==> src/rtl/igtf_pkg.sv <==
package igtf_pkg;

  localparam int unsigned BufferDepthDefault = 32;
  localparam int unsigned MaxResults         = 32;

  localparam int unsigned OpWidth       = 2;
  localparam int unsigned ByteWidth     = 8;
  localparam int unsigned CountWidth    = 6;
  localparam int unsigned GapWidth      = 16;
  localparam int unsigned LimitWidth    = 6;
  localparam int unsigned CfgIndexWidth = 2;
  localparam int unsigned CfgDataWidth  = 16;

  localparam logic [GapWidth-1:0]   GapReset   = 16'd1000;
  localparam logic [LimitWidth-1:0] LimitReset = 6'd33;
  localparam logic [GapWidth-1:0]   TickMax    = 16'hFFFF;

  localparam logic [ByteWidth-1:0] CharSpace = 8'h20;
  localparam logic [ByteWidth-1:0] CharTilde = 8'h7E;
  localparam logic [ByteWidth-1:0] CharTab   = 8'h09;

  typedef enum logic [OpWidth-1:0] {
    OP_APPEND = 2'd0,
    OP_TICK   = 2'd1,
    OP_TAKE   = 2'd2,
    OP_NONE   = 2'd3
  } op_t;

  typedef enum logic [CfgIndexWidth-1:0] {
    REG_IDLE_GAP   = 2'd0,
    REG_TEXT_LIMIT = 2'd1
  } reg_idx_t;

  typedef enum logic [1:0] {
    ST_IDLE,
    ST_READ,
    ST_CHECK,
    ST_FINISH
  } state_t;

  // Address fields sized for the largest buffer; the store slices them.
  typedef struct packed {
    logic                  wr_en;
    logic [CountWidth-1:0] wr_addr;
    logic [ByteWidth-1:0]  wr_data;
    logic                  rd_en;
    logic [CountWidth-1:0] rd_addr;
  } mem_req_t;

  function automatic logic passes_filter(input logic [ByteWidth-1:0] b);
    passes_filter = ((b >= CharSpace) && (b <= CharTilde)) || (b == CharTab);
  endfunction

endpackage

==> src/rtl/igtf_in_if.sv <==
interface igtf_in_if;
  logic                           valid;
  logic                           ready;
  logic [igtf_pkg::OpWidth-1:0]   operation;
  logic [igtf_pkg::ByteWidth-1:0] data_byte;

  modport source(output valid, operation, data_byte, input ready);
  modport sink(input valid, operation, data_byte, output ready);
endinterface

==> src/rtl/igtf_out_if.sv <==
interface igtf_out_if;
  logic                            valid;
  logic                            ready;
  logic                            byte_valid;
  logic [igtf_pkg::ByteWidth-1:0]  text_byte;
  logic                            last;
  logic                            text_found;
  logic                            flush_ready;
  logic                            byte_dropped;
  logic [igtf_pkg::CountWidth-1:0] buffered_count;

  modport source(output valid, byte_valid, text_byte, last, text_found, flush_ready,
                 byte_dropped, buffered_count, input ready);
  modport sink(input valid, byte_valid, text_byte, last, text_found, flush_ready,
               byte_dropped, buffered_count, output ready);
endinterface

==> src/rtl/igtf_cfg_if.sv <==
interface igtf_cfg_if;
  logic                               valid;
  logic                               ready;
  logic [igtf_pkg::CfgIndexWidth-1:0] index;
  logic [igtf_pkg::CfgDataWidth-1:0]  data;

  modport source(output valid, index, data, input ready);
  modport sink(input valid, index, data, output ready);
endinterface

==> src/rtl/idle_gap_text_framer_top.sv <==
// Idle-gap text framer. Received bytes (append) are stored in a buffer of BUFFER_DEPTH
// entries; a byte that finds the buffer full is dropped and flagged. Tick words advance
// an idle counter (saturating at 65535) that each stored byte clears, and every result
// reports flush_ready once the buffer is nonempty and the idle count has reached
// idle_gap_ticks. A take word drains the buffer as text: only 0x20..0x7E and tab pass,
// at most text_limit-1 of them (and at most 32), the final one marked last; with no
// passing byte one empty result is given. Append, tick and the unused code give their
// result in the output register on the next cycle. A take holds the input while the
// buffered bytes are scanned: each byte is a read of the buffer memory read port
// followed by a filter step, and a stalled output holds the take longer. Configuration
// writes are taken in any cycle; register index 0 is idle_gap_ticks, index 1 is text_limit.
module idle_gap_text_framer_top #(
  parameter int unsigned BUFFER_DEPTH = igtf_pkg::BufferDepthDefault
) (
  input logic         clk,
  input logic         rst,
  igtf_in_if.sink     rx,
  igtf_out_if.source  tx,
  igtf_cfg_if.sink    cfg
);

  igtf_pkg::mem_req_t             mem_req;
  logic [igtf_pkg::ByteWidth-1:0] rd_data;

  igtf_ctrl #(
    .BUFFER_DEPTH(BUFFER_DEPTH)
  ) u_ctrl (
    .clk     (clk),
    .rst     (rst),
    .rx      (rx),
    .tx      (tx),
    .cfg     (cfg),
    .mem_req (mem_req),
    .rd_data (rd_data)
  );

  igtf_store #(
    .BUFFER_DEPTH(BUFFER_DEPTH)
  ) u_store (
    .clk     (clk),
    .mem_req (mem_req),
    .rd_data (rd_data)
  );

endmodule

==> src/rtl/igtf_store.sv <==
module igtf_store #(
  parameter int unsigned BUFFER_DEPTH = igtf_pkg::BufferDepthDefault
) (
  input  logic                           clk,
  input  igtf_pkg::mem_req_t             mem_req,
  output logic [igtf_pkg::ByteWidth-1:0] rd_data
);

  localparam int unsigned AddrWidth = (BUFFER_DEPTH > 1) ? $clog2(BUFFER_DEPTH) : 1;

  logic [igtf_pkg::ByteWidth-1:0] mem [BUFFER_DEPTH];

  always_ff @(posedge clk) begin
    if (mem_req.wr_en) begin
      mem[mem_req.wr_addr[AddrWidth-1:0]] <= mem_req.wr_data;
    end
  end

  always_ff @(posedge clk) begin
    if (mem_req.rd_en) begin
      rd_data <= mem[mem_req.rd_addr[AddrWidth-1:0]];
    end
  end

endmodule

==> src/rtl/igtf_ctrl.sv <==
module igtf_ctrl #(
  parameter int unsigned BUFFER_DEPTH = igtf_pkg::BufferDepthDefault
) (
  input  logic                           clk,
  input  logic                           rst,
  igtf_in_if.sink                        rx,
  igtf_out_if.source                     tx,
  igtf_cfg_if.sink                       cfg,
  output igtf_pkg::mem_req_t             mem_req,
  input  logic [igtf_pkg::ByteWidth-1:0] rd_data
);

  localparam int unsigned CW = igtf_pkg::CountWidth;
  localparam logic [CW-1:0] DepthCount = CW'(BUFFER_DEPTH);
  localparam logic [CW:0]   ResultCap  = (CW+1)'(igtf_pkg::MaxResults);

  igtf_pkg::state_t state, state_next;

  logic [CW-1:0]                      stored_count, stored_count_next;
  logic [igtf_pkg::GapWidth-1:0]      idle_ticks, idle_ticks_next;
  logic [igtf_pkg::GapWidth-1:0]      gap_limit;
  logic [igtf_pkg::LimitWidth-1:0]    text_limit;
  logic [CW-1:0]                      scan_idx, scan_idx_next;
  logic [CW-1:0]                      scan_count, scan_count_next;
  logic [CW-1:0]                      emit_count, emit_count_next;
  logic                               pend_valid, pend_valid_next;
  logic [igtf_pkg::ByteWidth-1:0]     pend_byte, pend_byte_next;

  logic                               out_valid;
  logic                               out_free;
  logic                               accept;
  igtf_pkg::op_t                      op;

  logic                               res_load;
  logic                               res_byte_valid;
  logic [igtf_pkg::ByteWidth-1:0]     res_byte;
  logic                               res_last;
  logic                               res_found;
  logic                               res_dropped;
  logic                               res_flush;

  logic [CW-1:0]                      emit_after;
  logic                               more_scan;

  assign out_free = !out_valid || tx.ready;
  assign rx.ready = (state == igtf_pkg::ST_IDLE) && out_free;
  assign accept   = rx.valid && rx.ready;
  assign op       = igtf_pkg::op_t'(rx.operation);
  assign cfg.ready = 1'b1;

  // Count including the byte under check, if it passes.
  assign emit_after = igtf_pkg::passes_filter(rd_data) ? emit_count + CW'(1) : emit_count;
  assign more_scan  = (({1'b0, scan_idx} + (CW+1)'(1)) < {1'b0, scan_count}) &&
                      (({1'b0, emit_after} + (CW+1)'(1)) < (CW+1)'(text_limit)) &&
                      ({1'b0, emit_after} < ResultCap);

  always_ff @(posedge clk) begin
    if (rst) begin
      state        <= igtf_pkg::ST_IDLE;
      stored_count <= '0;
      idle_ticks   <= '0;
      pend_valid   <= 1'b0;
    end else begin
      state        <= state_next;
      stored_count <= stored_count_next;
      idle_ticks   <= idle_ticks_next;
      pend_valid   <= pend_valid_next;
    end
  end

  always_ff @(posedge clk) begin
    scan_idx   <= scan_idx_next;
    scan_count <= scan_count_next;
    emit_count <= emit_count_next;
    pend_byte  <= pend_byte_next;
  end

  always_ff @(posedge clk) begin
    if (rst) begin
      gap_limit  <= igtf_pkg::GapReset;
      text_limit <= igtf_pkg::LimitReset;
    end else if (cfg.valid && cfg.ready) begin
      unique case (cfg.index)
        igtf_pkg::REG_IDLE_GAP:   gap_limit  <= cfg.data;
        igtf_pkg::REG_TEXT_LIMIT: text_limit <= cfg.data[igtf_pkg::LimitWidth-1:0];
        default: ;
      endcase
    end
  end

  always_comb begin
    state_next        = state;
    stored_count_next = stored_count;
    idle_ticks_next   = idle_ticks;
    scan_idx_next     = scan_idx;
    scan_count_next   = scan_count;
    emit_count_next   = emit_count;
    pend_valid_next   = pend_valid;
    pend_byte_next    = pend_byte;
    mem_req           = '0;
    res_load          = 1'b0;
    res_byte_valid    = 1'b0;
    res_byte          = '0;
    res_last          = 1'b1;
    res_found         = 1'b0;
    res_dropped       = 1'b0;

    unique case (state)
      igtf_pkg::ST_IDLE: begin
        if (accept) begin
          case (op)
            igtf_pkg::OP_APPEND: begin
              res_load = 1'b1;
              if (stored_count < DepthCount) begin
                mem_req.wr_en     = 1'b1;
                mem_req.wr_addr   = stored_count;
                mem_req.wr_data   = rx.data_byte;
                stored_count_next = stored_count + CW'(1);
                idle_ticks_next   = '0;
              end else begin
                res_dropped = 1'b1;
              end
            end
            igtf_pkg::OP_TICK: begin
              res_load = 1'b1;
              if (idle_ticks != igtf_pkg::TickMax) begin
                idle_ticks_next = idle_ticks + igtf_pkg::GapWidth'(1);
              end
            end
            igtf_pkg::OP_TAKE: begin
              // buffer reads as empty for every result of the take
              stored_count_next = '0;
              scan_count_next   = stored_count;
              scan_idx_next     = '0;
              emit_count_next   = '0;
              pend_valid_next   = 1'b0;
              if ((stored_count != '0) && (text_limit > igtf_pkg::LimitWidth'(1))) begin
                state_next = igtf_pkg::ST_READ;
              end else begin
                state_next = igtf_pkg::ST_FINISH;
              end
            end
            default: res_load = 1'b1;
          endcase
        end
      end
      igtf_pkg::ST_READ: begin
        mem_req.rd_en   = 1'b1;
        mem_req.rd_addr = scan_idx;
        state_next      = igtf_pkg::ST_CHECK;
      end
      igtf_pkg::ST_CHECK: begin
        // A pending char goes out only once a later one proves it is not last.
        if (!(igtf_pkg::passes_filter(rd_data) && pend_valid && !out_free)) begin
          if (igtf_pkg::passes_filter(rd_data)) begin
            if (pend_valid) begin
              res_load       = 1'b1;
              res_byte_valid = 1'b1;
              res_byte       = pend_byte;
              res_last       = 1'b0;
              res_found      = 1'b1;
            end
            pend_valid_next = 1'b1;
            pend_byte_next  = rd_data;
          end
          emit_count_next = emit_after;
          scan_idx_next   = scan_idx + CW'(1);
          state_next      = more_scan ? igtf_pkg::ST_READ : igtf_pkg::ST_FINISH;
        end
      end
      igtf_pkg::ST_FINISH: begin
        if (out_free) begin
          res_load        = 1'b1;
          res_byte_valid  = pend_valid;
          res_byte        = pend_valid ? pend_byte : '0;
          res_found       = pend_valid;
          pend_valid_next = 1'b0;
          state_next      = igtf_pkg::ST_IDLE;
        end
      end
      default: state_next = igtf_pkg::ST_IDLE;
    endcase

    res_flush = (stored_count_next != '0) && (idle_ticks_next >= gap_limit);
  end

  always_ff @(posedge clk) begin
    if (rst) begin
      out_valid <= 1'b0;
    end else if (res_load) begin
      out_valid <= 1'b1;
    end else if (tx.ready) begin
      out_valid <= 1'b0;
    end
  end

  always_ff @(posedge clk) begin
    if (res_load) begin
      tx.byte_valid     <= res_byte_valid;
      tx.text_byte      <= res_byte;
      tx.last           <= res_last;
      tx.text_found     <= res_found;
      tx.flush_ready    <= res_flush;
      tx.byte_dropped   <= res_dropped;
      tx.buffered_count <= stored_count_next;
    end
  end

  assign tx.valid = out_valid;

  a_accept_idle: assert property (@(posedge clk) disable iff (rst)
    (rx.valid && rx.ready) |-> (state == igtf_pkg::ST_IDLE))
    else $error("input word accepted while a take is in progress");

  a_count_bound: assert property (@(posedge clk) disable iff (rst)
    stored_count <= DepthCount)
    else $error("stored count beyond buffer depth");

  a_take_clears: assert property (@(posedge clk) disable iff (rst)
    (accept && (op == igtf_pkg::OP_TAKE)) |=> (stored_count == '0))
    else $error("take did not empty the buffer");

  a_emit_cap: assert property (@(posedge clk) disable iff (rst)
    (state == igtf_pkg::ST_CHECK) |-> ({1'b0, emit_count} < ResultCap))
    else $error("take scan ran past the result cap");

  a_flush_nonempty: assert property (@(posedge clk) disable iff (rst)
    (out_valid && tx.flush_ready) |-> (tx.buffered_count != '0))
    else $error("flush reported on an empty buffer");

  a_no_overwrite: assert property (@(posedge clk) disable iff (rst)
    (out_valid && !tx.ready) |-> !res_load)
    else $error("result register overwritten while stalled");

endmodule

==> src/flat_wrapper.sv <==
// flat-port wrapper written by rule: the top's interface ports become plain ports
module idle_gap_text_framer_top_flat 
#(
  parameter int unsigned BUFFER_DEPTH = igtf_pkg::BufferDepthDefault
)
  (clk, rst, rx_valid, rx_operation, rx_data_byte, rx_ready, tx_valid, tx_byte_valid, tx_text_byte, tx_last, tx_text_found, tx_flush_ready, tx_byte_dropped, tx_buffered_count, tx_ready, cfg_valid, cfg_index, cfg_data, cfg_ready);
  igtf_in_if rx_i ();
  igtf_out_if tx_i ();
  igtf_cfg_if cfg_i ();
  input logic clk;
  input logic rst;
  input wire logic [$bits(rx_i.valid)-1:0] rx_valid;
  input wire logic [$bits(rx_i.operation)-1:0] rx_operation;
  input wire logic [$bits(rx_i.data_byte)-1:0] rx_data_byte;
  output wire logic [$bits(rx_i.ready)-1:0] rx_ready;
  output wire logic [$bits(tx_i.valid)-1:0] tx_valid;
  output wire logic [$bits(tx_i.byte_valid)-1:0] tx_byte_valid;
  output wire logic [$bits(tx_i.text_byte)-1:0] tx_text_byte;
  output wire logic [$bits(tx_i.last)-1:0] tx_last;
  output wire logic [$bits(tx_i.text_found)-1:0] tx_text_found;
  output wire logic [$bits(tx_i.flush_ready)-1:0] tx_flush_ready;
  output wire logic [$bits(tx_i.byte_dropped)-1:0] tx_byte_dropped;
  output wire logic [$bits(tx_i.buffered_count)-1:0] tx_buffered_count;
  input wire logic [$bits(tx_i.ready)-1:0] tx_ready;
  input wire logic [$bits(cfg_i.valid)-1:0] cfg_valid;
  input wire logic [$bits(cfg_i.index)-1:0] cfg_index;
  input wire logic [$bits(cfg_i.data)-1:0] cfg_data;
  output wire logic [$bits(cfg_i.ready)-1:0] cfg_ready;
  assign rx_i.valid = rx_valid;
  assign rx_i.operation = rx_operation;
  assign rx_i.data_byte = rx_data_byte;
  assign rx_ready = rx_i.ready;
  assign tx_valid = tx_i.valid;
  assign tx_byte_valid = tx_i.byte_valid;
  assign tx_text_byte = tx_i.text_byte;
  assign tx_last = tx_i.last;
  assign tx_text_found = tx_i.text_found;
  assign tx_flush_ready = tx_i.flush_ready;
  assign tx_byte_dropped = tx_i.byte_dropped;
  assign tx_buffered_count = tx_i.buffered_count;
  assign tx_i.ready = tx_ready;
  assign cfg_i.valid = cfg_valid;
  assign cfg_i.index = cfg_index;
  assign cfg_i.data = cfg_data;
  assign cfg_ready = cfg_i.ready;
  idle_gap_text_framer_top #(.BUFFER_DEPTH(BUFFER_DEPTH)) u_core (.clk(clk), .rst(rst), .rx(rx_i), .tx(tx_i), .cfg(cfg_i));
endmodule
==> config.mk <==
export PLATFORM = sky130hd
export DESIGN_NAME = idle_gap_text_framer_top_flat
export DESIGN_NICKNAME = d
export VERILOG_FILES = /design/src/rtl/igtf_pkg.sv /design/src/rtl/igtf_in_if.sv /design/src/rtl/igtf_out_if.sv /design/src/rtl/igtf_cfg_if.sv /design/src/rtl/idle_gap_text_framer_top.sv /design/src/rtl/igtf_store.sv /design/src/rtl/igtf_ctrl.sv /design/src/flat_wrapper.sv
export SDC_FILE = /design/constraint.sdc
export NUM_CORES = 1
export LEC_CHECK = 0
export ABC_AREA = 1
export BUFFER_PORTS_ARGS = -buffer_cell sky130_fd_sc_hd__buf_2
export CAP_MARGIN = 20
export CORE_MARGIN = 10
export CORE_UTILIZATION = 62
export CTS_CLUSTER_SIZE = 30
export DETAILED_ROUTE_END_ITERATION = 8
export GPL_ROUTABILITY_DRIVEN = 1
export GPL_TIMING_DRIVEN = 0
export PLACE_DENSITY_LB_ADDON = 0.25
export SLEW_MARGIN = 10
export SYNTH_ARGS = -nofsm -noshare
export SYNTH_HDL_FRONTEND = slang
export SYNTH_HIERARCHICAL = 1
export SYNTH_SLANG_ARGS = --single-unit
==> constraint.sdc <==
create_clock -name clk -period 3.3 [get_ports clk]
set_input_delay 0 -clock clk [delete_from_list [all_inputs] [get_ports clk]]
set_output_delay 0 -clock clk [all_outputs]
set_load 0.03 [all_outputs]
# After elaboration in Yosys (flattened, before gate mapping)
# Memories as Yosys holds them, arrays and structs flattened. A register that Yosys moved wholly into a read port is not among the register bits.
# Cells that the tools add are included.
[totals]
register_bits = 92
mem_bits_rw = 256
memories = 1
[classes]
n_addsub = 6
order_cmp = 8
n_eq_ne = 13
mux = 54
bitwise = 3
n_reduce_logical = 30
[memory_table]
columns = ["memory", "depth", "width", "read_ports", "rd_ports_with_merged_regs", "write_ports", "line_no", "rtl"]
rows = [
  ["u_core.u_store.mem", 32, 8, 1, 1, 1, "igtf_store.sv:11", "logic [igtf_pkg::ByteWidth-1:0] mem [BUFFER_DEPTH];"],
]
[ops]
columns = ["operator", "count"]
rows = [
  ["two-way mux 16 bit", 4],
  ["two-way mux 15 bit", 4],
  ["two-way mux 6 bit", 8],
  ["case mux 6 bit (2 select lines)", 3],
  ["two-way mux 8 bit", 4],
  ["case mux 16 bit (2 select lines)", 1],
  ["adder 6 x 1 -> 6 bit, second input constant", 3],
  ["two-way mux 1 bit", 18],
  ["adder 16 x 1 -> 16 bit, second input constant", 1],
  [">= comparator 16 bit", 1],
  ["inequality test 16 bit, second input constant", 1],
  ["case mux 8 bit (2 select lines)", 1],
  ["adder 6 x 1 -> 7 bit, second input constant", 2],
  ["< comparator 7 x 6 -> 1 bit", 2],
  ["< comparator 6 bit, second input constant", 2],
  ["two-way mux 2 bit", 6],
  ["nonzero test 6 bit", 2],
  ["logical AND 1 bit", 9],
  ["AND reduction 3 bit", 3],
  ["equality test 8 x 4 -> 1 bit, second input constant", 1],
  [">= comparator 8 x 6 -> 1 bit, second input constant", 1],
  ["<= comparator 8 x 7 -> 1 bit, second input constant", 1],
  ["inequality test 2 bit, second input constant", 4],
  ["case mux 2 bit (4 select lines)", 1],
  ["17 further kinds", 31],
]

# Longest topological paths before layout
# Gate-level depths: netlist of run 1.
[depth]
ltp_word = 11
mapped_depth = 26
mapped_depth_nobuf = 26

# Hierarchy
# The synthesis of run 1 kept the hierarchy.
[by_module_without_submodules]
columns = ["mod", "instances", "cells_each", "area_per_inst_um2", "seq_area_each_um2"]
rows = [
  ["igtf_store", 1, 922, 10866.7, 7927.6],
  ["igtf_ctrl", 1, 660, 5355.1, 2282.2],
]

# Worst setup path before layout of run 1
# No wires, ideal clock.
[synth_timing]
kind = "reg2reg"
startpoint = "register u_core.u_ctrl.state[0]"
endpoint = "register u_core.u_ctrl.tx.flush_ready, data pin"
setup_time_ps = 267
t_arrival_ps = 2636
t_required_ps = 3033
slack_ps = 397
stages_incl_launch_ff = 21
synth_period_minus_slack_ps = 2903
cell_sequence = "dfxtp_1 -> inv_1 -> ha_1 -> inv_2 -> nor2_8 -> nand2_8 -> nor2_8 -> inv_2 -> nor2_4 -> nand3_1 -> o211ai_1 -> nand2_1 -> ha_1 -> a21oi_1 -> o21ai_0 -> nand2_1 -> o211ai_1 -> nand2_1 -> o2111ai_1 -> a31oi_1 -> a31oi_1"
[synth_between]
elab_chain_cells = 7
[synth_rtl]
columns = ["item", "line_no", "rtl"]
rows = [
  ["start: declaration", "igtf_ctrl.sv:17", "igtf_pkg::state_t state, state_next;"],
  ["start signal: assignment", "igtf_ctrl.sv:59", "state <= igtf_pkg::ST_IDLE;"],
  ["start signal: assignment", "igtf_ctrl.sv:64", "state <= state_next;"],
  ["logical NOT 2 bit", "igtf_ctrl.sv:46", "assign rx.ready = (state == igtf_pkg::ST_IDLE) && out_free;"],
  ["logical AND 1 bit", "igtf_ctrl.sv:46", ""],
  ["via rx_ready", "flat_wrapper.sv:15", "output wire logic [$bits(rx_i.ready)-1:0] rx_ready;"],
  ["logical AND 1 bit", "igtf_ctrl.sv:47", "assign accept = rx.valid && rx.ready;"],
  ["two-way mux 16 bit", "igtf_ctrl.sv:110", "if (accept) begin"],
  ["two-way mux 16 bit", "igtf_ctrl.sv:108", "unique case (state)"],
  ["via u_core.u_ctrl.idle_ticks_next, one bit", "igtf_ctrl.sv:20", "logic [igtf_pkg::GapWidth-1:0] idle_ticks, idle_ticks_next;"],
  [">= comparator 16 bit", "igtf_ctrl.sv:184", "res_flush = (stored_count_next != '0) && (idle_ticks_next >= gap_limit);"],
  ["logical AND 1 bit", "igtf_ctrl.sv:184", ""],
  ["via u_core.u_ctrl.res_flush", "igtf_ctrl.sv:40", "logic res_flush;"],
  ["end signal: assignment", "igtf_ctrl.sv:203", "tx.flush_ready <= res_flush;"],
  ["end: declaration", "igtf_out_if.sv:12", "modport source(output valid, byte_valid, text_byte, last, text_found, flush_ready,"],
]
# The timed path passes the listed nets, and every way through them passes these cells.
# A chain may end at the register's enable or synchronous reset.

==> results.md, run 1 <==
Run status:
- The flow ran to the end, and the final reports show no timing, DRC or antenna violations.

Die:
- The floorplan has 59 rows.
- The floorplan step defined a die boundary enclosing 33000 µm².
- 55 I/O pins were placed.
- In this run the vertical extent of the chip is 181.7 µm.
- The starting utilization of the core area is 0.6253.
- The core region is 25910 µm².
- From left edge to right edge, the die measures 181.7 µm.

STA:
- The part of the cycle the worst path needs is 0.9548.
- The count of pins over their slew limit was 0.
- Setup repair after global routing could not meet its margin everywhere.
- The clock period could shrink to 3.151 ns.
- The post-route clock skew is 0.01916 ns.
- The final hold slack is 0.01940 ns.
- Headroom to the max-slew limit came out at 0.2989.
- The count of endpoints failing setup in the final report is 0.
- The setup TNS after final layout is 0 ns.
- The fmax is 317.4 MHz.
- The count of endpoints failing hold in the final timing report is 0.
- For the pin with the worst max-slew slack, the measured transition is 1.048 ns.

Global route:
- The busiest layer in global routing is met2.
- The number of antenna violations at the first check in global routing is 0.
- The via count of the first global-routing pass was 11630.
- The largest net degree at the start of global routing is 33.
- The routing usage on met1 is 0.2946.
- The total routing resource utilization after global routing is 0.2376.
- For this run, global-route usage on met3 was measured as 0.04235.
- The first global-routing pass estimated 62320 µm of wire.
- For this run the aggregate overflow at the end of global routing stands at 0.
- The global-route met2 utilization is 0.3947.

Power:
- Power spread over the standard cell area amounts to 713.0 nW/µm².
- The worst supply voltage drop on vdd is 460.6 µV.
- In this run the static leakage power is 0.007489 µW.

Route:
- After detailed routing, the average wire length per cell comes to 19.69 µm.
- The via density per instance is 5.850.
- The number of DRC markers in iteration 0 is 1398.
- Detailed routing inserted a total of 12160 vias.
- In the routed design, unresolved DRC markers number 0.
- The post-detailed-routing wire length is 40910 µm.
- Once detail routing completed, the nets flagged for antenna violations numbered 0.
- The first detailed-routing pass ran for 6 iterations.

Clock tree:
- The maximum count of clock buffers along a single path is 3.
- The clock latency on the worst-skew pair is 0.52 ns.
- The number of buffers added by the clock tree synthesis step is 36.
- Clock tree synthesis selected as its root buffer the cell sky130_fd_sc_hd__clkbuf_16.
- The TritonCTS clock tree is built.
- The clock transition at the register clock pins on the worst setup and hold paths after CTS is 0.06 ns.
- The TritonCTS sink count is 356.
- The H-tree was split into 2 levels.

Placed design:
- The cell total after placement is 1966.
- The number of input and output port buffers inserted is 52.
- At the end of routability-driven placement, the weighted congestion stood at 0.9603.
- The placed wire-length estimate after detailed placement is 26100 µm.
- Once placement finished, the instance area stood at 16960 µm².

Finish:
- 0 antenna diodes ended up in the layout.
- The final layout contains 1788 nets.
- After the flow finishes, the layout carries non-filler instances totaling 2078.
- The final design area excluding fillers is 19090 µm².
- The synthesis-to-finish area growth is 17.81%.
- Of the cells placed in the final design, the portion with a size suffix greater than 1 is 0.1601.

Logic synthesis:
- Yosys printed 6 warnings.
- Counting every net in the synthesized netlist gives 1648.
- In this run the mean area of a mapped cell was 10.27 µm².
- In this run the cell area of the synthesized design comes to 16200 µm².
- The post-synthesis cell count is 1578.

Hold path:
- The worst hold path belongs to the class primary input to flop.

Critical path:
- The largest single stage delay on the critical path is 0.39 ns.
- The signal on the critical path passes through inv_2 > ha_4 > inv_2 > nor2_8 > nand2_8 > nor2_4 > inv_1 > nor2_4 > inv_2 > buf_4 > nor2_2 > inv_1 > nand3_2 > nor2_4.
- For the worst setup path, the data arrival time is 3.33 ns.
- The critical path is of the flop to flop type.
- The largest individual stage delay along the critical path comes from the cell sky130_fd_sc_hd__dfxtp_1.
- The family of cells with the greatest summed delay on the critical path is simple AND/OR/NAND/NOR gates.
- The number of buffers and inverters on the critical path is 6.
- The worst setup path is captured at a flop.
- STA puts the critical path data required time at 3.48 ns.
- Along the worst path, the maximum fanout reaches 10.
- The kind of start point of the critical path is a flop.

Flow run:
- The number of max-cap violations is 0.
[state kept, by name (all words and copies together), names as in the netlist, 8 cells and up]
signal / flops
u_core/u_ctrl/pend_byte: 8
u_core/u_store/rd_data: 8
u_core/u_ctrl/gap_limit: 16
u_core/u_ctrl/tx.text_byte: 8
u_core/u_store/mem: 256
u_core/u_ctrl/idle_ticks: 16
[worst reg2reg max path: cells and delay by family, from the launching register on]
| kind | cells | cell delay [ns] |
|---|---|---|
| fa+ha+maj | 1 | 0.19 |
| buf+inv | 6 | 1.04 |
| flops | 1 | 0.39 |
| simple gates | 7 | 1.20 |
[placed cells by master, fill, tap and decap left out, types with 5 or more instances in the layout]
cell type and instances:
sky130_fd_sc_hd__a21oi_1 37, sky130_fd_sc_hd__buf_12 11, sky130_fd_sc_hd__buf_2 68, sky130_fd_sc_hd__buf_4 22
sky130_fd_sc_hd__buf_6 25, sky130_fd_sc_hd__clkbuf_1 24, sky130_fd_sc_hd__clkbuf_16 37, sky130_fd_sc_hd__clkinv_1 5
sky130_fd_sc_hd__dfxtp_1 45, sky130_fd_sc_hd__dlygate4sd3_1 24, sky130_fd_sc_hd__edfxtp_1 308, sky130_fd_sc_hd__ha_1 35
sky130_fd_sc_hd__inv_1 121, sky130_fd_sc_hd__inv_2 13, sky130_fd_sc_hd__nand2_1 469, sky130_fd_sc_hd__nand3_1 215
sky130_fd_sc_hd__nand3_2 10, sky130_fd_sc_hd__nand4_1 7, sky130_fd_sc_hd__nor2_1 65, sky130_fd_sc_hd__nor2_4 47
sky130_fd_sc_hd__nor3_1 12, sky130_fd_sc_hd__nor3b_1 7, sky130_fd_sc_hd__o211ai_1 11, sky130_fd_sc_hd__o21ai_0 30
sky130_fd_sc_hd__o21ai_1 7, sky130_fd_sc_hd__xnor2_1 5, sky130_fd_sc_hd__xor2_1 12
[routing by layer]
layer | routed length, µm | share of wire
met1 | 15570 | 0.38
met3 | 3897 | 0.095
met4 | 1799 | 0.044
met5 | 0 | 0
met2 | 19640 | 0.48
[area by class of cell]
type | count | area [µm²]
Buffer | 66 | 478.0
Clock buffer | 47 | 983.4
Clock inverter | 16 | 183.9
Fill cell | 1685 | 6822
Inverter | 134 | 503.0
Multi-Input combinational cell | 1022 | 5469
Sequential cell | 356 | 10220
Tap cell | 335 | 419.2
Timing Repair Buffer | 102 | 837.1
[final timing paths]
check / start / endpoint / slack (ns) / depth (start not counted)
hold / removal: rx_operation[1] / u_core/u_ctrl/idle_ticks[1]$_SDFF_PP0_ / 0.02 / 4
setup reg to reg: u_core/u_ctrl/state[1]$_SDFFE_PP0P_ / u_core/u_store/mem[3][3]$_DFFE_PP_ / 0.15 / 14
setup / recovery: u_core/u_ctrl/state[1]$_SDFFE_PP0P_ / u_core/u_store/mem[3][3]$_DFFE_PP_ / 0.15 / 14
hold reg to reg: u_core/u_store/rd_data[0]$_DFFE_PP_ / u_core/u_ctrl/pend_byte[0]$_DFFE_PP_ / 0.45 / 0
[report_power, final]
| part | switching, µW | internal [µW] |
|---|---|---|
| Clock | 1610 | 2410 |
| Sequential | 186 | 5290 |
| Combinational | 2770 | 1340 |
[through the flow]
stage / worst slack (ns) / util / power, µW
final: 0.1491 / 0.7367 / 13610
after CTS: 0.01654 / 0.7275 / 13530
after global routing: -0.03938 / 0.7367 / 14260
after detailed placement: -0.9126 / 0.6545 / 9448
after floorplan: 0.3970 / - / 8296
after global placement: -1.356 / 0.6516 / 9315
[what timing repair did]
item                                    4_1_cts  5_1_grt
buffers inserted                             10       15
hold buffers                                 24        0
endpoints found under the setup margin      449      249
resized for setup                            84       17
hold endpoints to repair                     29        0
pin swaps                                    10       12
Note: power is estimated with default switching activity, not from simulation.
==> run 2: changes to the inputs <==
- REMOVE_ABC_BUFFERS: default -> 1
- SYNTH_HIERARCHICAL: 1 -> default
==> run 2 against run 1 <==
Clock power is 5.2% lower. First-iteration DRC count is 22% lower. Synthesized area is 3.3% lower. Largest cell class unchanged. Largest power group unchanged. Highest routed layer unchanged.
==> results.md, run 2 <==
Die:
- The number of top-level design ports is 55 (unchanged).
- The starting utilization of the core area is 0.6257 (was 0.6253).
- The width of the die was 179.0 µm (was 181.7 µm).
- The number of rows created at floorplan is 58 (was 59).
- The die outline area is 32030 µm² (was 33000 µm²).
- The core box area came to 25040 µm² (was 25910 µm²).
- The overall die height was 179.0 µm (was 181.7 µm).

Logic synthesis:
- The post-synthesis cell count is 1426 (was 1578).
- The commonest register cell after synthesis is sky130_fd_sc_hd__edfxtp_1.
- By area the synthesized netlist is led by sky130_fd_sc_hd__edfxtp_1 (59%), sky130_fd_sc_hd__nor2_1 (8.0%), sky130_fd_sc_hd__dfxtp_1 (6.1%), sky130_fd_sc_hd__o21ai_0 (3.3%), sky130_fd_sc_hd__nand2_1 (3.1%).
- The sequential cell area fraction in the yosys report is 0.6517.
- In the synthesized netlist, the cells that appear most often are sky130_fd_sc_hd__nor2_1 (335), sky130_fd_sc_hd__edfxtp_1 (308), sky130_fd_sc_hd__nand2_1 (129).
- The cell type with the highest aggregate area in the netlist is sky130_fd_sc_hd__edfxtp_1.
- The post-synth design cell area was 15670 µm² (was 16200 µm²).
- The most numerous cell in the Yosys netlist is sky130_fd_sc_hd__nor2_1.
- Yosys mapped the design onto 53 distinct sky130hd cell types.
- Counting flops with a built-in enable in the synthesized netlist gives 308.
- The number of warnings reported in the yosys synthesis log is 0 (was 6).
- The mean area per synthesized cell is 10.99 µm² (was 10.27 µm²).
- Of all flip-flops after synthesis, the portion carrying an async set or reset was 0.
- Of the post-synthesis cell area, the dominant cell type holds 0.5904.
- Counting flops and latches in the post-synthesis netlist gives 356.

STA:
- The part of the cycle the worst path needs is 0.9645 (was 0.9548).
- The count of endpoints failing setup in the final report is 0 (unchanged).
- The slew of the pin with the lowest slew margin is 1.042 ns (was 1.048 ns).
- The final period demand of the worst path is 3.183 ns (was 3.151 ns).
- The setup TNS after final layout is 0 ns (unchanged).
- The count of pins over their slew limit is 0 (unchanged).
- The fmax was 314.2 MHz (was 317.4 MHz).
- Unrepaired setup endpoints after global routing: true (unchanged).
- The post-route clock skew is 0.02196 ns (was 0.01916 ns).
- The headroom to the max-slew limit is 0.3028 (was 0.2989).
- The final setup slack of the worst path was 0.1171 ns (was 0.1491 ns).
- The count of endpoints failing hold in the final timing report is 0 (unchanged).

Clock tree:
- The clock transition at the register clock pins on the worst setup and hold paths after CTS came to 0.06 ns (about the same).
- The buffer type at the clock tree root is sky130_fd_sc_hd__clkbuf_16 (unchanged).
- The TritonCTS sink count is 356 (unchanged).
- The clock latency on the worst-skew pair is 0.54 ns (was 0.52 ns).
- The number of buffers added by the clock tree synthesis step was 37 (was 36).
- The number of H-tree levels is 2 (unchanged).
- The TritonCTS clock tree is built (unchanged).
- The maximum count of clock buffers along a single path is 3 (unchanged).

Route:
- The post-detailed-routing wire length was 36500 µm (was 40910 µm).
- The final routed wire length divided by cell count came to 19.43 µm (was 19.69 µm).
- The number of DRC markers in iteration 0 is 1087 (was 1398).
- The number of detailed-route iterations in the first pass is 6 (unchanged).
- The final antenna-violating net count came to 0 (unchanged).
- The via density per instance is 5.867 (was 5.850).
- The final routed DRC violation total is 0 (unchanged).
- The total number of vias is 11020 (was 12160).

Global route:
- The total routing resource utilization after global routing came to 0.2241 (was 0.2376).
- The number of antenna violations at the first check in global routing is 0 (unchanged).
- The aggregate global routing overflow is 0 (unchanged).
- The via count of the first global-routing pass came to 10570 (was 11630).
- The largest net degree at the start of global routing was 83 (was 33).
- The wire length of the first global-routing pass is 56350 µm (was 62320 µm).

Finish:
- Top library cells by usage in the layout, fill and taps aside: sky130_fd_sc_hd__nor2_1 (324), sky130_fd_sc_hd__edfxtp_1 (308), sky130_fd_sc_hd__nand2_1 (124) (was sky130_fd_sc_hd__nand2_1 (469), sky130_fd_sc_hd__edfxtp_1 (308), sky130_fd_sc_hd__nand3_1 (215)).
- The total number of nets in the final design is 1592 (was 1788).
- The flip-flop count of the largest register after layout was 256 (unchanged).
- The number of antenna repair diodes is 0 (unchanged).
- The most frequent standard cell in the layout excluding fill and tap cells is sky130_fd_sc_hd__nor2_1 (was sky130_fd_sc_hd__nand2_1).
- The fraction of layout cells with a size suffix above 1 is 0.1337 (was 0.1601).
- The synthesis-to-finish area growth is 16.03% (was 17.81%).

Hold path:
- The worst hold path cell count is 8 (was 4).
- The path type of the worst min-delay path is primary input to flop (unchanged).
- The launch point of the worst hold path is rx_operation[1] (unchanged).
- The worst hold endpoint was u_core.u_ctrl.idle_ticks[1]$_SDFF_PP0_ (was u_core/u_ctrl/idle_ticks[1]$_SDFF_PP0_).

Critical path:
- The arrival time at the worst endpoint is 3.45 ns (was 3.33 ns).
- The kind of start point of the critical path is a flop (unchanged).
- The critical register-to-register path endpoint is u_core.u_ctrl.tx.flush_ready$_DFFE_PP_ (was u_core/u_store/mem[3][3]$_DFFE_PP_).
- The number of cell instances on the worst register-to-register path is 22 (was 14).
- The source of the worst register-to-register timing path is u_core.u_ctrl.state[0]$_SDFFE_PP0P_ (was u_core/u_ctrl/state[1]$_SDFFE_PP0P_).
- The register-to-register setup slack was 0.12 ns (was 0.15 ns).
- The type of the setup path with the least slack is flop to flop (unchanged).
- The endpoint type of the worst setup path is a flop (unchanged).
- The required time of the critical path is 3.56 ns (was 3.48 ns).
- The largest fanout on the critical path was 5 (was 10).

Power:
- The power density relative to cell area is 710.6 nW/µm² (was 713.0 nW/µm²).
- The leakage power is 0.006649 µW (was 0.007489 µW).
- The worst supply voltage drop on vdd is 561.2 µV (was 460.6 µV).

Placed design:
- The number of input and output port buffers inserted is 53 (was 52).
- The placed wire-length estimate after detailed placement came to 22470 µm (was 26100 µm).
- The worst setup timing slack at the placement stage is -0.8636 ns (was -0.9126 ns).
- The placer's final routability congestion estimate is 0.8721 (was 0.9603).

Run status:
- Outcome: completed (unchanged).

Flow run:
- The number of max-cap violations came to 0 (unchanged).
run 2: cell families after synthesis:
family / share of synthesized area
compound gates: 0.1174
xor+xnor: 0.008386
fa+ha+maj: 0.03035
buf+inv: 0.04848
flops: 0.6517
other cells: 0.0002394
simple gates: 0.1434
run 2: stage by stage:
step                        util  power, µW  instance area, µm²  instances  hold slack (ns)
final                     0.7260      12920               18180       1878          0.09575
after global routing      0.7260      13570               18180       1878           0.1218
after CTS                 0.7155      12760               17910       1867          0.01788
after detailed placement  0.6541       8821               16380       1762           0.2288
after global placement    0.6429       8655               16100       1748           0.2196
after floorplan                -       7793               15420       1365          0.06907
run 2: per-layer routing:
metal	up-vias	wire, µm	global-route usage
met2	416	18070	0.3816
met5	-	0	0
met4	0	1188	0.07544
li1	5224	-	-
met1	5281	14380	0.2848
met3	97	2859	0.03939
run 2: worst max path at each step:
stage	start	to	slack, ns	depth (start not counted)
3_3_place_gp	u_core.u_ctrl.state[1]$_SDFFE_PP0P_	u_core.u_store.rd_data[2]$_DFFE_PN_	-6.68	10
5_1_grt	u_core.u_ctrl.state[0]$_SDFFE_PP0P_	u_core.u_ctrl.tx.flush_ready$_DFFE_PP_	-0.09	22
6_report	u_core.u_ctrl.state[0]$_SDFFE_PP0P_	u_core.u_ctrl.tx.flush_ready$_DFFE_PP_	0.12	22
2_1_floorplan	u_core.u_ctrl.state[1]$_SDFFE_PP0P_	u_core.u_store.rd_data[0]$_DFFE_PN_	-2.74	10
3_5_place_dp	u_core.u_ctrl.state[0]$_SDFFE_PP0P_	u_core.u_ctrl.tx.flush_ready$_DFFE_PP_	-0.86	20
4_1_cts	u_core.u_ctrl.idle_ticks[1]$_SDFF_PP0_	u_core.u_ctrl.tx.flush_ready$_DFFE_PP_	0.002	19
run 2: worst max-delay path: stages (launching register included):
cell	delay (ns)
sky130_fd_sc_hd__dfxtp_4	0.38
sky130_fd_sc_hd__inv_4	0.07
sky130_fd_sc_hd__ha_4	0.15
sky130_fd_sc_hd__inv_4	0.04
sky130_fd_sc_hd__nor3_4	0.21
sky130_fd_sc_hd__buf_6	0.13
sky130_fd_sc_hd__inv_4	0.04
sky130_fd_sc_hd__nor2_4	0.13
sky130_fd_sc_hd__clkinv_4	0.08
sky130_fd_sc_hd__nor2_8	0.13
sky130_fd_sc_hd__inv_4	0.06
sky130_fd_sc_hd__nor3_4	0.19
sky130_fd_sc_hd__a21oi_2	0.07
sky130_fd_sc_hd__a21oi_2	0.17
sky130_fd_sc_hd__ha_1	0.29
sky130_fd_sc_hd__nand2_1	0.09
sky130_fd_sc_hd__nor2_2	0.05
sky130_fd_sc_hd__nand2_1	0.05
sky130_fd_sc_hd__o211ai_1	0.09
sky130_fd_sc_hd__nand2_1	0.09
sky130_fd_sc_hd__o2111ai_2	0.12
sky130_fd_sc_hd__a31oi_2	0.21
sky130_fd_sc_hd__a31oi_1	0.06
run 2: cell type report:
type	instances	area (µm²)
Clock inverter	20	115.1
Timing Repair Buffer	117	989.7
Inverter	134	538.0
Sequential cell	356	10220
Multi-Input combinational cell	875	4918
Tap cell	330	412.9
Clock buffer	46	980.9
Fill cell	1644	6859
run 2: timing repair:
item / 4_1_cts / 5_1_grt
hold buffers: 34 / 0
gates cloned: 0 / 1
resized for setup: 17 / 39
hold endpoints to repair: 167 / 0
pin swaps: 4 / 13
setup endpoints to repair: 314 / 147
buffers inserted: 5 / 10
run 2: where the power goes:
group / internal, µW / switching, µW / total (µW)
combinational: 1240 / 2390 / 3630
sequential: 5290 / 179 / 5470
clock: 2120 / 1700 / 3820
total: 8650 / 4270 / 12900
==> run 3: changes to the inputs <==
- GPL_TIMING_DRIVEN: 0 -> default
==> run 3 against run 2 <==
Non-clock buffer count grew 33. Total power up 1.8%. Clock power grew 10%. Critical path depth is 1 lower. Largest power group unchanged. Highest routed layer unchanged.
==> results.md, run 3 (synthesis gave the netlist of run 2 again) <==
Die:
- The overall die height is 179.0 µm (unchanged).
- The number of top-level design ports is 55 (unchanged).
- The starting utilization of the core area is 0.6257 (unchanged).
- The width of the die is 179.0 µm (unchanged).
- The core box area came to 25040 µm² (unchanged).
- The die outline area is 32030 µm² (unchanged).
- The number of rows created at floorplan is 58 (unchanged).

Placed design:
- The cell total after placement came to 1801 (was 1762).
- The number of input and output port buffers inserted is 53 (unchanged).
- The worst setup timing slack at the placement stage came to 0.1146 ns (was -0.8636 ns).
- The placed wire-length estimate after detailed placement is 22390 µm (was 22470 µm).
- The placer's final routability congestion estimate is 0.9148 (was 0.8721).

STA:
- The setup TNS after final layout is 0 ns (unchanged).
- The count of pins over their slew limit came to 0 (unchanged).
- The count of endpoints failing hold in the final timing report is 0 (unchanged).
- The final period demand of the worst path is 3.148 ns (was 3.183 ns).
- The headroom to the max-slew limit was 0.3424 (was 0.3028).
- The final hold slack is 0.01551 ns (was 0.09575 ns).
- The part of the cycle the worst path needs is 0.9541 (was 0.9645).
- The slew of the pin with the lowest slew margin is 0.9761 ns (was 1.042 ns).
- The fmax is 317.6 MHz (was 314.2 MHz).
- The final setup slack of the worst path is 0.1516 ns (was 0.1171 ns).
- The post-route clock skew is 0.01468 ns (was 0.02196 ns).
- The count of endpoints failing setup in the final report is 0 (unchanged).

Hold path:
- The path type of the worst min-delay path is primary input to flop (unchanged).

Clock tree:
- The clock transition at the register clock pins on the worst setup and hold paths after CTS is 0.06 ns (about the same).
- The clock latency on the worst-skew pair is 0.54 ns (about the same).
- The TritonCTS clock tree was built (unchanged).
- The maximum count of clock buffers along a single path is 3 (unchanged).
- The number of H-tree levels is 2 (unchanged).
- The number of buffers added by the clock tree synthesis step is 37 (unchanged).
- The buffer type at the clock tree root is sky130_fd_sc_hd__clkbuf_16 (unchanged).
- The TritonCTS sink count was 356 (unchanged).

Finish:
- The flip-flop count of the largest register after layout is 256 (unchanged).
- The count of placed standard cells in the final layout, fillers left out came to 1910 (was 1878).
- The most frequent standard cell in the layout excluding fill and tap cells is sky130_fd_sc_hd__nor2_1 (unchanged).
- The total number of nets in the final design came to 1625 (was 1592).
- The synthesis-to-finish area growth came to 17.08% (was 16.03%).
- The filler cell count in the final layout is 1652 (was 1644).
- The fraction of layout cells with a size suffix above 1 came to 0.1437 (was 0.1337).
- The number of antenna repair diodes was 0 (unchanged).
- The utilization after layout is 0.7326 (was 0.7260).
- Top library cells by usage in the layout, fill and taps aside: sky130_fd_sc_hd__nor2_1 (327), sky130_fd_sc_hd__edfxtp_1 (308), sky130_fd_sc_hd__nand2_1 (126) (was sky130_fd_sc_hd__nor2_1 (324), sky130_fd_sc_hd__edfxtp_1 (308), sky130_fd_sc_hd__nand2_1 (124)).

Power:
- The part of the power in registers was 0.414 (was 0.423).
- The clock power share is 0.320 (was 0.296).
- The leakage power is 0.006762 µW (was 0.006649 µW).
- The cell internal power dissipation is 8950 µW (was 8651 µW).
- The combinational power share is 0.265 (was 0.281).
- The worst supply voltage drop on vdd is 498.5 µV (was 561.2 µV).
- The proportion of total power due to net switching is 0.3195 (was 0.3303).
- The net switching power is 4202 µW (was 4266 µW).
- The power density relative to cell area is 717.1 nW/µm² (was 710.6 nW/µm²).

Route:
- The number of DRC markers in iteration 0 is 1246 (was 1087).
- The final antenna-violating net count is 0 (unchanged).
- The final routed wire length divided by cell count was 19.37 µm (was 19.43 µm).
- The total number of vias is 11260 (was 11020).
- The number of detailed-route iterations in the first pass was 7 (was 6).
- The post-detailed-routing wire length is 37010 µm (was 36500 µm).
- The final routed DRC violation total is 0 (unchanged).
- The via density per instance is 5.896 (was 5.867).

Flow run:
- The number of max-cap violations is 0 (unchanged).

Critical path:
- List of cells traversed by the critical path: inv_1 > ha_2 > inv_2 > nor3_4 > inv_4 > nor2_4 > inv_4 > nor2_8 > buf_6 > o211ai_1 > nand2_1 > inv_1 > ha_4 > a21oi_1 > o21ai_0 > nand2_1 > o211ai_1 > nand2_1 > o2111ai_1 > a31oi_1 > a31oi_1 (was inv_4 > ha_4 > inv_4 > nor3_4 > buf_6 > inv_4 > nor2_4 > clkinv_4 > nor2_8 > inv_4 > nor3_4 > a21oi_2 > a21oi_2 > ha_1 > nand2_1 > nor2_2 > nand2_1 > o211ai_1 > nand2_1 > o2111ai_2 > a31oi_2 > a31oi_1).
- The type of the setup path with the least slack is flop to flop (unchanged).
- The endpoint type of the worst setup path is a flop (unchanged).
- The most numerous cell on the critical path is sky130_fd_sc_hd__nand2_1 (was sky130_fd_sc_hd__inv_4).
- The arrival time at the worst endpoint is 3.41 ns (was 3.45 ns).
- The cell with the largest stage delay on the worst path is sky130_fd_sc_hd__dfxtp_2 (was sky130_fd_sc_hd__dfxtp_4).
- The largest fanout on the critical path was 8 (was 5).
- The required time of the critical path was 3.56 ns (about the same).
- The kind of start point of the critical path is a flop (unchanged).
- The largest incremental delay on the critical path is 0.34 ns (was 0.38 ns).

Run status:
- Outcome: completed (unchanged).

Global route:
- The number of antenna violations at the first check in global routing is 0 (unchanged).
- The wire length of the first global-routing pass is 58280 µm (was 56350 µm).
- The via count of the first global-routing pass is 10940 (was 10570).
- The largest net degree at the start of global routing is 67 (was 83).
- The total routing resource utilization after global routing came to 0.2311 (was 0.2241).
- The aggregate global routing overflow was 0 (unchanged).
run 3: cell types whose count changed in the layout (fill, tap and decap cells not counted), sizes merged:
cell,before,now
buf,82,112
bufinv,0,5
clkbuf,47,45
clkinv,21,16
dlygate4sd3,34,38
run 3: power groups by stage:
stage          sequential, µW  clock (µW)  combinational, µW
4_1_cts                  5440        4250               3430
5_1_grt                  5480        4440               3900
3_5_place_dp             5530           0               3370
2_1_floorplan            5630           0               2170
3_3_place_gp             5520           0               3260
6_report                 5450        4210               3490
run 3: what timing repair did:
item                                    CTS  global route
hold buffers                             38             0
resized for setup                         0            23
endpoints found under the setup margin    0             1
setup buffers                             0             6
endpoints found under the hold margin    42             0
run 3: area by class of cell:
class,count,area [µm²],area share
flip-flops and latches,356,10210,0.5569
multi-input cells,875,4817,0.2626
repair buffers,150,1155,0.06297
clock buffers,45,975.9,0.05321
inverters,134,511.7,0.02790
well taps,330,412.9,0.02251
clock inverters,20,254.0,0.01385
run 3: worst paths after layout:
check / depth (start not counted) / from / slack (ns) / end
worst min register to register: 0 / u_core.u_store.rd_data[0]$_DFFE_PN_ / 0.45 / u_core.u_ctrl.pend_byte[0]$_DFFE_PP_
worst max-delay path: 21 / u_core.u_ctrl.state[0]$_SDFFE_PP0P_ / 0.15 / u_core.u_ctrl.tx.flush_ready$_DFFE_PP_
worst min-delay path: 5 / rx_valid / 0.02 / u_core.u_ctrl.tx.byte_dropped$_SDFFCE_PN0P_
worst max register to register: 21 / u_core.u_ctrl.state[0]$_SDFFE_PP0P_ / 0.15 / u_core.u_ctrl.tx.flush_ready$_DFFE_PP_
run 3: layer usage:
metal	part of all wire	vias up	wire, µm	GRT usage
li1	-	5296	-	-
met1	0.40	5416	14860	0.2969
met2	0.49	463	18230	0.3906
met3	0.075	86	2786	0.03602
met4	0.031	0	1130	0.08405
met5	0	-	0	0
run 3: stage by stage:
step | power (µW) | cell area (µm²)
after floorplan | 7793 | 15420
after global placement | 8780 | 16590
after detailed placement | 8905 | 16590
after CTS | 13110 | 18200
after global routing | 13820 | 18340
final | 13150 | 18340
run 3: worst max-delay path: cells and delay by family, from the launching register on:
kind | cells | cell delay [ns]
compound gates | 7 | 0.75
fa+ha+maj | 2 | 0.43
flops | 1 | 0.34
buf+inv | 6 | 0.53
simple gates | 6 | 0.81
